## src/rtl/core/fpst_pkg.sv

```systemverilog
// fpst_pkg: shared widths, request codes and unit types of the prefix sum table
// used by fpst_unit and fenwick_prefix_sum_table
`default_nettype none

package fpst_pkg;

    localparam int unsigned CELL_W    = 32;
    localparam int unsigned POS_W     = 11;
    localparam int unsigned IDX_W     = 12;
    localparam int unsigned MAX_INDEX = 1024;
    localparam int unsigned DEPTH     = MAX_INDEX;
    localparam int unsigned ADDR_W    = $clog2(DEPTH);

    localparam logic [POS_W-1:0] TOP_RESET = POS_W'(MAX_INDEX);
    localparam logic [POS_W-1:0] TOP_MAX   = POS_W'(MAX_INDEX);
    localparam logic [IDX_W-1:0] IDX_MAX   = IDX_W'(MAX_INDEX);

    localparam logic REQ_ADD   = 1'b0;
    localparam logic REQ_QUERY = 1'b1;

    typedef struct packed {
        logic              walk_up;
        logic [IDX_W-1:0]  idx;
        logic [CELL_W-1:0] a;
        logic [CELL_W-1:0] b;
    } unit_op_t;

    typedef struct packed {
        logic [CELL_W-1:0] sum;
        logic [IDX_W-1:0]  next_idx;
    } unit_res_t;

endpackage

`default_nettype wire

```

## src/rtl/core/fpst_unit.sv

```systemverilog
// fpst_unit: shared 32-bit adder and tree index stepper (lowest set bit walk)
// depends on fpst_pkg
`default_nettype none

module fpst_unit (
    input  wire fpst_pkg::unit_op_t  op,
    output fpst_pkg::unit_res_t      res
);

    logic [fpst_pkg::IDX_W-1:0] low_bit;

    always_comb begin
        low_bit      = op.idx & (~op.idx + fpst_pkg::IDX_W'(1));
        res.sum      = op.a + op.b;
        res.next_idx = op.walk_up ? (op.idx + low_bit) : (op.idx - low_bit);
    end

endmodule

`default_nettype wire

```

## config.mk

```make
export PLATFORM = sky130hd
export DESIGN_NAME = fpst_unit
export DESIGN_NICKNAME = d
export VERILOG_FILES = /design/src/rtl/core/fpst_pkg.sv /design/src/rtl/core/fpst_unit.sv
export SDC_FILE = /design/constraint.sdc
export NUM_CORES = 1
export LEC_CHECK = 0
export BUFFER_PORTS_ARGS = -buffer_cell sky130_fd_sc_hd__buf_4
export CAP_MARGIN = 20
export CORE_AREA = 2 2 76 78
export DETAILED_ROUTE_END_ITERATION = 6
export DIE_AREA = 0 0 78 80
export GPL_TIMING_DRIVEN = 0
export MAX_ROUTING_LAYER = met4
export PLACE_DENSITY_LB_ADDON = 0.15
export REMOVE_ABC_BUFFERS = 1
export SLEW_MARGIN = 20
export SYNTH_ARGS = -nofsm -noshare
export SYNTH_HDL_FRONTEND = slang
export SYNTH_SLANG_ARGS = --single-unit
```

## constraint.sdc

```tcl
create_clock -name vclk -period 2.8
set_input_delay 0.28 -clock vclk [all_inputs]
set_output_delay 0.28 -clock vclk [all_outputs]
set_load 0.02 [all_outputs]
```

==> qor.yml <==
yosys:
  ys_types: 60
  synth_common_cells: "a21oi_1, ha_1, xnor2_1"
  yosys.area.top_type: "ha_1"
  synthTopCellsByArea: "ha_1, xnor2_1, a21oi_1, a21o_1, nor2_1"
  synth_seq_area_share_pct: 0
  synthesis.area_um2: 2342
  avgSynthCellArea_um2: 7.274
  synth-warning-count: 0
  synthCells: 322
  synth_top_area_share_pct: 21.90
  yosysMostFrequentCell: "a21oi_1"
timing:
  hold_ws_ns: 0.8830
  setup_slack_ns: -0.4555
  period_minus_slack_ns: 3.256
  period_share_pct: 116.3
  rsz0062_at_grt: "yes"
  hold_viol_final: 0
  clock.fmax_ghz: 0.3072
  drv_slew: 0
  setup_viol: 5
worst_setup_path:
  worstPathMaxFanout: 4
  cp.arrival_ns: 2.98
  required_ns: 2.52
  cp-end-kind: "output port"
  setup.worst_path.start_class: "input pin"
  crit_type: "in -> out"
floorplanning:
  chipWidth_um: 78
  start_util_pct: 43.33
  row_count: 27
  die-area_um2: 6240
  die_h_um: 80
  core_area_um2: 5405
  io_pins: 121
status:
  status: "finished, violations left"
  violations: "negative setup slack"
power_and_ir_drop:
  cellPowerDensity_nw_per_um2: 303.7
  ir_worst_vdd_v: 0.0001645
  p_leak_nw: 1.664
min_path:
  hold_class: "in -> out"
placement:
  gp_congestion: 0.8493
  place_ws_ns: -0.6415
  place_hpwl_um: 5540
  io_buffer_count: 120
finish:
  layout-drive-gt1-share_pct: 39.37
  diodes: 0
  seq_cell_count: 0
  nClkBuffers: 0
  final_core_util_pct: 66.16
  regArea_um2: 0
  fin_nets: 564
  syn_to_final_growth_pct: 52.67
global_route:
  grt_pass1_vias: 2570
  grt_max_degree: 12
  grt_pass1_wl_um: 10900
  antenna_found_initial: 0
  grt_use_total_pct: 20.65
  grt_overflow: 0
route:
  drt-initial-drc-count: 58
  viasPerCell: 5.508
  drc: 0
  drt-total-wl_um: 6944
  wl_per_cell_um: 13.51
  vias: 2831
  final_antenna_net_count: 0
  drt_first_pass_iters: 4
job:
  drv_cap: 0
-- through the flow --
step,total power [mW],instances,cell area (µm²),setup TNS (ns)
detailed placement,1.026,502,3277,-2.397
floorplan,0.6415,310,2286,-0.9275
finish,1.086,514,3576,-1.448
global placement,1.014,502,3277,-2.231
CTS,1.052,511,3441,-1.587
global route,1.174,514,3576,-2.086
-- per-layer routing --
| metal | wire length [µm] | up-vias | GRT usage [%] |
|---|---|---|---|
| met2 | 3447 | 100 | 38.10 |
| met1 | 3061 | 1270 | 25.62 |
| met4 | 85 | 0 | 2.456 |
| met5 | 0 | - | - |
| li1 | - | 1447 | - |
| met3 | 349 | 14 | 1.131 |
-- final cells by class --
type               count  area [µm²]
multi-input cells    299        2439
fillers              498        1829
repair buffers       132        1006
well taps             72       90.09
inverters             11       41.29
-- critical path: stages --
cell      delay [ns]
buf_6           0.09
or3_4           0.38
or2_4           0.24
or3_4           0.37
nor3_4          0.22
nand2b_4        0.09
nor2_4          0.10
mux2_4          0.32
ha_4            0.27
o21a_1          0.11
nor2_1          0.04
a21oi_1         0.15
xnor2_1         0.14
buf_4           0.16
-- path summary, 6_finish.rpt --
path | from | depth (start not counted) | end | slack, ns
max | op[66] | 14 | res[11] | -0.46
min | op[0] | 3 | res[12] | 0.88
-- logic make-up (layout without fill, tap and decap cells) --
| group | Yosys count | after routing | share of synthesized area [%] |
|---|---|---|---|
| AOI/OAI and AO/OA | 120 | 120 | 34.99 |
| and+or+nand+nor | 95 | 95 | 21.90 |
| adders and majority gates | 43 | 43 | 23.61 |
| xor gates and xnor gates | 38 | 38 | 14.21 |
| buffers and inverters | 23 | 143 | 4.167 |
| muxes | 2 | 2 | 0.9615 |
| other | 1 | 1 | 0.1601 |
-- cell usage in the layout (no fill, tap or decap), types with 7 or more instances in the layout --
| master | synthesis | routed |
|---|---|---|
| o21ai_0 | 14 | 11 |
| xnor2_1 | 28 | 27 |
| buf_4 | 1 | 128 |
| nor3_1 | 10 | 10 |
| nand4_1 | 7 | 7 |
| xor2_1 | 10 | 10 |
| inv_1 | 11 | 10 |
| o21a_1 | 8 | 8 |
| nand2_1 | 15 | 14 |
| a21o_1 | 15 | 15 |
| ha_1 | 41 | 33 |
| nor2_1 | 26 | 24 |
| a21oi_1 | 43 | 41 |
-- report_power, final --
part	internal [mW]	total (mW)	leakage [nW]	switching [mW]
Combinational	0.510	1.09	1.66	0.576
Sequential	0	0	0	0
Clock	0	0	0	0
-- what timing repair did --
item / in CTS / in global routing
setup endpoints to repair: 8 / 12
pin swaps: 5 / 16
resized for setup: 19 / 23
setup buffers: 9 / 3
hold buffers: 0 / 0
hold endpoints to repair: 0 / 0
No activity file was read; power rests on OpenSTA's default activity.
